<file path="config.mk">
export PLATFORM = sky130hd
export DESIGN_NAME = ufw_seq
export DESIGN_NICKNAME = d
export VERILOG_FILES = /design/src/rtl/ufw_pkg.sv /design/src/rtl/ufw_seq.sv
export SDC_FILE = /design/constraint.sdc
export NUM_CORES = 1
export LEC_CHECK = 0
export BUFFER_PORTS_ARGS = -buffer_cell sky130_fd_sc_hd__buf_4
export CAP_MARGIN = 20
export CORE_MARGIN = 4
export CORE_UTILIZATION = 42
export DETAILED_ROUTE_END_ITERATION = 10
export GPL_TIMING_DRIVEN = 0
export PLACE_DENSITY = 0.68
export RECOVER_POWER = 100
export SLEW_MARGIN = 20
export SYNTH_ARGS = -nofsm -noshare
export SYNTH_HDL_FRONTEND = slang
export SYNTH_SLANG_ARGS = --single-unit
</file>
<file path="constraint.sdc">
create_clock -name clk_i -period 7.2 [get_ports clk_i]
set_input_delay 1.44 -clock clk_i [delete_from_list [all_inputs] [get_ports clk_i]]
set_output_delay 1.44 -clock clk_i [all_outputs]
set_load 0.1 [all_outputs]
</file>
<file path="src/rtl/ufw_pkg.sv">
// shared types, constants and codes of the union-find wall carver
`timescale 1ns / 1ps
package ufw_pkg;

  localparam int MAX_SIDE   = 63;
  localparam int ROW_STRIDE = 64;
  localparam int COORD_W    = $clog2(ROW_STRIDE);
  localparam int POS_W      = 2 * COORD_W;
  localparam int STORE_SIZE = ROW_STRIDE * ROW_STRIDE;
  localparam int STATUS_W   = 2;
  localparam int CFG_IDX_W  = 1;
  localparam int CFG_DATA_W = 6;

  typedef logic [COORD_W-1:0]  coord_t;
  typedef logic [POS_W-1:0]    pos_t;
  typedef logic [STATUS_W-1:0] status_t;
  typedef logic [CFG_DATA_W-1:0] side_t;

  localparam status_t STATUS_CARVED    = 2'd0;
  localparam status_t STATUS_CONNECTED = 2'd1;
  localparam status_t STATUS_REJECTED  = 2'd2;

  localparam logic [CFG_IDX_W-1:0] CFG_MAZE_WIDTH  = 1'b0;
  localparam logic [CFG_IDX_W-1:0] CFG_MAZE_HEIGHT = 1'b1;

  localparam side_t SIDE_RESET = side_t'(MAX_SIDE);

  typedef struct packed {
    logic rd_en;
    pos_t rd_addr;
    logic wr_en;
    pos_t wr_addr;
    pos_t wr_data;
  } mem_req_t;

  typedef struct packed {
    status_t status;
    coord_t  wall_x;
    coord_t  wall_y;
  } result_t;

  function automatic logic side_ok(side_t s);
    return (s >= side_t'(3)) && (32'(s) <= MAX_SIDE) && s[0];
  endfunction

endpackage

</file>
<file path="src/rtl/ufw_seq.sv">
// sequencer that walks both parent chains, compresses them and joins the roots
`timescale 1ns / 1ps
module ufw_seq (
  input  logic              clk_i,
  input  logic              rst_ni,
  input  logic              in_fire_i,
  input  ufw_pkg::coord_t   cell_x_i,
  input  ufw_pkg::coord_t   cell_y_i,
  input  logic              direction_i,
  input  ufw_pkg::side_t    maze_width_i,
  input  ufw_pkg::side_t    maze_height_i,
  input  ufw_pkg::pos_t     rd_data_i,
  input  logic              out_free_i,
  output logic              idle_o,
  output ufw_pkg::mem_req_t req_o,
  output logic              out_load_o,
  output ufw_pkg::result_t  res_o
);
  import ufw_pkg::*;

  localparam logic [2:0] S_IDLE   = 3'd0;
  localparam logic [2:0] S_FIND   = 3'd1;
  localparam logic [2:0] S_CSTART = 3'd2;
  localparam logic [2:0] S_COMP   = 3'd3;
  localparam logic [2:0] S_NEXT   = 3'd4;
  localparam logic [2:0] S_DONE   = 3'd5;

  logic [2:0] state_q, state_d;
  pos_t       cur_q, cur_d;
  pos_t       root_q, root_d;
  pos_t       r1_q, r1_d;
  pos_t       pos_a_q, pos_a_d;
  pos_t       pos_b_q, pos_b_d;
  logic       second_q, second_d;
  result_t    res_q, res_d;

  logic [COORD_W:0] nx, ny;
  logic             ok;
  pos_t             pos_a_in, pos_b_in;
  coord_t           wx, wy;

  always_comb begin
    nx = direction_i ? {1'b0, cell_x_i} : {1'b0, cell_x_i} + (COORD_W+1)'(2);
    ny = direction_i ? {1'b0, cell_y_i} + (COORD_W+1)'(2) : {1'b0, cell_y_i};
    ok = side_ok(maze_width_i) && side_ok(maze_height_i) && cell_x_i[0] && cell_y_i[0]
         && (nx < {1'b0, maze_width_i}) && (ny < {1'b0, maze_height_i});
    pos_a_in = {cell_y_i, cell_x_i};
    pos_b_in = {ny[COORD_W-1:0], nx[COORD_W-1:0]};
    wx = direction_i ? cell_x_i : cell_x_i + coord_t'(1);
    wy = direction_i ? cell_y_i + coord_t'(1) : cell_y_i;
  end

  always_comb begin
    state_d    = state_q;
    cur_d      = cur_q;
    root_d     = root_q;
    r1_d       = r1_q;
    pos_a_d    = pos_a_q;
    pos_b_d    = pos_b_q;
    second_d   = second_q;
    res_d      = res_q;
    req_o      = '0;
    out_load_o = 1'b0;
    unique case (state_q)
      S_IDLE: begin
        if (in_fire_i) begin
          if (!ok) begin
            res_d   = '{status: STATUS_REJECTED, wall_x: '0, wall_y: '0};
            state_d = S_DONE;
          end else begin
            req_o.rd_en   = 1'b1;
            req_o.rd_addr = pos_a_in;
            cur_d         = pos_a_in;
            pos_a_d       = pos_a_in;
            pos_b_d       = pos_b_in;
            second_d      = 1'b0;
            res_d         = '{status: STATUS_CONNECTED, wall_x: wx, wall_y: wy};
            state_d       = S_FIND;
          end
        end
      end
      S_FIND: begin
        if (rd_data_i == cur_q) begin
          root_d  = cur_q;
          cur_d   = second_q ? pos_b_q : pos_a_q;
          state_d = S_CSTART;
        end else begin
          req_o.rd_en   = 1'b1;
          req_o.rd_addr = rd_data_i;
          cur_d         = rd_data_i;
        end
      end
      S_CSTART: begin
        if (cur_q == root_q) begin
          state_d = S_NEXT;
        end else begin
          req_o.rd_en   = 1'b1;
          req_o.rd_addr = cur_q;
          state_d       = S_COMP;
        end
      end
      S_COMP: begin
        req_o.wr_en   = 1'b1;
        req_o.wr_addr = cur_q;
        req_o.wr_data = root_q;
        if (rd_data_i == root_q) begin
          state_d = S_NEXT;
        end else begin
          req_o.rd_en   = 1'b1;
          req_o.rd_addr = rd_data_i;
          cur_d         = rd_data_i;
        end
      end
      S_NEXT: begin
        if (!second_q) begin
          r1_d          = root_q;
          second_d      = 1'b1;
          req_o.rd_en   = 1'b1;
          req_o.rd_addr = pos_b_q;
          cur_d         = pos_b_q;
          state_d       = S_FIND;
        end else begin
          if (r1_q != root_q) begin
            req_o.wr_en   = 1'b1;
            req_o.wr_addr = root_q;
            req_o.wr_data = r1_q;
            res_d.status  = STATUS_CARVED;
          end
          state_d = S_DONE;
        end
      end
      S_DONE: begin
        if (out_free_i) begin
          out_load_o = 1'b1;
          state_d    = S_IDLE;
        end
      end
      default: state_d = S_IDLE;
    endcase
  end

  always_ff @(posedge clk_i or negedge rst_ni) begin
    if (!rst_ni) begin
      state_q  <= S_IDLE;
      second_q <= 1'b0;
    end else begin
      state_q  <= state_d;
      second_q <= second_d;
    end
  end

  always_ff @(posedge clk_i) begin
    cur_q   <= cur_d;
    root_q  <= root_d;
    r1_q    <= r1_d;
    pos_a_q <= pos_a_d;
    pos_b_q <= pos_b_d;
    res_q   <= res_d;
  end

  assign idle_o = (state_q == S_IDLE);
  assign res_o  = res_q;

endmodule

</file>
==> results.txt <==
----------------------------------------------------
[Outcome]
  Run status ... completed

[Worst setup path]
  Critical Path, Cell by Cell ... clkbuf_1, ha_1, nor2b_1, nand3_1, xnor2_1, ha_1, inv_1, o22ai_1, a211oi_1, and4_4, a221o_1, clkbuf_1
  R2r worst-path depth ... 7
  Worst Path Class, Setup ... in2out
  Data arrival at the endpoint of the critical path ... ~5000 ps
  Critical path capture point type ... primary output
  Crit-path max cell delay ... 870 ps
  Kind of cell adding the most delay to the critical path ... buffers and inverters
  Slowest cell on the critical path ... sky130_fd_sc_hd__clkbuf_1
  Critical path launch point type ... input port
  Maximum fanout along the worst path ... 8
  Bufs and invs on worst path ... 3
  Levels on crit path ... 12
  Required time at the endpoint of the critical path ... between 5000 and 6000 ps

[Cells and area]
  Most common library cell in the layout ignoring fill and taps ... sky130_fd_sc_hd__clkbuf_1
  Commonest cells after routing, fill and taps aside ... 84 x sky130_fd_sc_hd__clkbuf_1, 72 x sky130_fd_sc_hd__edfxtp_1, 36 x sky130_fd_sc_hd__buf_4
  Post-layout utilization of the core ... between 50% and 60%
  Layout cells sized above 1 ... a little over an eighth
  Post-synthesis to final-layout area growth ... 19.2%
  Post-layout nets ... between 600 and 700
  Diodes inserted ... 0
  Total non-filler cell area in the finished layout ... approximately 6000 um2
  Fillcell total ... ~1.1k

[Synth]
  Fraction of the yosys area taken by sequential cells ... a little under half
  Async SR Flop Fraction ... about 5.3%
  Count of flip-flops with a built-in enable after synthesis ... 72
  Mean instance size in the synthesized netlist ... 10.9 um2
  Count of cell types in the netlist ... 54
  Leading register cell type out of synthesis ... sky130_fd_sc_hd__edfxtp_1
  Post-Syn Instances ... roughly 450
  Synthesis warning total ... 0
  Number of flip-flops and latches in the synthesized netlist ... 76
  Syn_nets ... slightly above 500
  Synthesized area ... around 5000 um2

[Place]
  Gpl congestion ... between 0.8 and 0.9
  # port buffers ... 93
  Dpl hpwl ... around 11000 um
  Dpl cell area ... between 5000 and 6000 um2

[Global route]
  Global-route wire length before repair ... 22900 um
  Total global routing overflow ... 0
  Antenna violations before repair ... 0
  Largest net degree at the start of global routing ... 32
  Overall global routing resource usage ... around 22%
  Number of global-route vias before repair ... roughly 4.2k

[STA]
  Normalized max-slew margin ... around 18%
  Setup_tns ... 0 ps
  Count of endpoints failing setup in the final report ... 0
  Pins Over Slew Limit ... 0
  Clock skew ... 7.23 ps
  Shortest period the worst path allows ... roughly 6500 ps
  Hold slack ... about 440 ps
  Unrepaired setup endpoints after global routing ... false
  Timing-limited maximum frequency ... 0.154 GHz
  Worst-margin pin slew ... 1230 ps
  Final hold violation count ... 0
  Final cycle utilization of the critical path ... 89.9%

[Floorplan]
  # IOs ... between 90 and 100
  Number of rows created at floorplan ... 39
  Horizontal extent of the die ... around 120 um
  Standard cell core area ... 11400 um2
  Die area ... approximately 13000 um2
  Die H ... about 120 um
  Starting density of the core ... 43.0%

[Routing]
  Number of nets with antenna violations after routing ... 0
  Total vias in the final route ... about 4.2k
  Average routed wire per standard cell ... 21.1 um
  First-pass iteration count of the detailed router ... 5
  Vias/cell ... 5.91
  Wire length reported by the detailed router ... 14900 um
  DRC violation count after routing ... 0
  DRC violation total after the first TritonRoute iteration ... 335

[Power and ir drop]
  Pwr dens ... between 400 and 500 nW/um2
  P_leak ... roughly 2.2 nW
  Maximum resistive drop on vdd ... a little over 0.0002 V

[Clock tree]
  Resized cells post-CTS ... 0
  CTS max path bufs ... 2
  CTS sink cnt ... 76
  Number of setup buffers added after CTS ... 0
  Number of hold-repair buffers added at the cts stage ... 0
  CTS buffer count ... 9
  # H-tree levels ... 3
  CTS tree ... built
  Clock root buffer master ... sky130_fd_sc_hd__clkbuf_16
  Clock-pin slew reported for the worst setup and hold paths after clock tree synthesis ... 60 ps
  Clock latency of the later-clocked register in the worst-skew pair ... between 300 and 400 ps

[Worst hold path]
  Hold/Removal Path Class ... reg2reg
  Number of stages on the worst hold path ... 0

[Flow run]
  Maxcap violations ... 0

----------------------------------------------------
[per-stage QoR]
| step | total power [mW] | setup WS, ps | instances |
|---|---|---|---|
| floorplan | 1.65 | 1220 | 452 |
| global placement | 1.96 | 1060 | 688 |
| detailed placement | 1.98 | 999 | 689 |
| CTS | 2.43 | 998 | 705 |
| global route | 2.46 | 401 | 705 |
| finish | 2.38 | 724 | 705 |
[path summary, 6_finish.rpt]
path | from | end | slack [ps]
min reg2reg | root_q[8]$_DFFE_PP_ | r1_q[8]$_DFFE_PP_ | 440
max in group asynchronous | rst_ni | state_q[0]$_DFFE_PN0P_ | 6070
min | root_q[8]$_DFFE_PP_ | r1_q[8]$_DFFE_PP_ | 440
min in group asynchronous | rst_ni | second_q$_DFFE_PN0P_ | 930
max | cell_x_i[1] | req_o[27] | 720
max reg2reg | state_q[1]$_DFFE_PN0P_ | pos_a_q[8]$_DFFE_PP_ | 3910
[state kept, by name, indices dropped and copies added (netlist names)]
signal	flops
state_q	3
root_q	12
res_o	14
pos_a_q	12
pos_b_q	10
cur_q	12
second_q	1
r1_q	12
[per-layer routing]
metal | up-vias | GRT usage, % | share of wire, %
met2 | 179 | 37.3 | 48
li1 | 1931 | - | -
met3 | 24 | 3.52 | 6.6
met1 | 2036 | 29.6 | 43
met5 | - | 0 | 0
met4 | 0 | 7.35 | 1.9
[layout make-up]
class / count / area, um2 / area share, %
Buffer: 39 / 178 / 3.04
Clock buffer: 9 / 225 / 3.85
Clock inverter: 7 / 67.6 / 1.15
Inverter: 16 / 60.1 / 1.03
Multi-Input combinational cell: 321 / 2390 / 40.9
Sequential cell: 76 / 2260 / 38.7
Tap cell: 143 / 179 / 3.06
Timing Repair Buffer: 94 / 488 / 8.34
[Yosys cell counts (2+ instances only)]
cell	number	area, um2
sky130_fd_sc_hd__a311o_1	3	30.0
sky130_fd_sc_hd__or3_4	2	22.5
sky130_fd_sc_hd__nand3_1	11	55.1
sky130_fd_sc_hd__edfxtp_1	72	2160
sky130_fd_sc_hd__a2111o_1	2	22.5
sky130_fd_sc_hd__nand4b_1	2	17.5
sky130_fd_sc_hd__clkbuf_1	22	82.6
sky130_fd_sc_hd__a211oi_1	2	15.0
sky130_fd_sc_hd__nor2b_1	3	18.8
sky130_fd_sc_hd__or2_2	2	12.5
sky130_fd_sc_hd__o221a_2	2	22.5
sky130_fd_sc_hd__and3_1	11	68.8
sky130_fd_sc_hd__a32o_1	10	100
sky130_fd_sc_hd__xnor2_1	33	289
sky130_fd_sc_hd__nor4_1	10	62.6
sky130_fd_sc_hd__a22o_1	24	210
sky130_fd_sc_hd__a221o_1	10	100
sky130_fd_sc_hd__o32a_1	8	80.1
sky130_fd_sc_hd__or4_1	2	15.0
sky130_fd_sc_hd__nand2_1	19	71.3
sky130_fd_sc_hd__buf_6	2	22.5
sky130_fd_sc_hd__o21ai_0	11	55.1
sky130_fd_sc_hd__xor2_1	33	289
sky130_fd_sc_hd__inv_1	14	52.6
sky130_fd_sc_hd__nand2b_1	4	25.0
sky130_fd_sc_hd__inv_2	2	7.51
sky130_fd_sc_hd__mux2_2	5	56.3
sky130_fd_sc_hd__nor2_1	33	124
sky130_fd_sc_hd__a21oi_1	15	75.1
sky130_fd_sc_hd__ha_1	14	175
sky130_fd_sc_hd__buf_2	10	50.1
sky130_fd_sc_hd__nand4_1	12	75.1
sky130_fd_sc_hd__and2_1	3	18.8
sky130_fd_sc_hd__mux2i_1	12	120
sky130_fd_sc_hd__clkbuf_2	3	15.0
sky130_fd_sc_hd__nor3_1	8	40.0
sky130_fd_sc_hd__dfrtp_1	4	100
[power by group]
part | leakage, nW | total [mW] | internal [mW] | switching [mW]
clock | 0.139 | 0.453 | 0.267 | 0.186
sequential | 0.713 | 0.679 | 0.598 | 0.0813
combinational | 1.36 | 1.24 | 0.309 | 0.935
[cells by family after synthesis]
family / after synthesis / share of synthesized area, %
AOI/OAI and AO/OA: 100 / 16.9
buffers and inverters: 55 / 4.92
adders and majority gates: 14 / 3.57
DFF: 76 / 46.1
muxes: 17 / 3.59
and+or+nand+nor: 124 / 13.2
xor gates and xnor gates: 66 / 11.8
No activity file was read; power rests on OpenSTA's default activity.
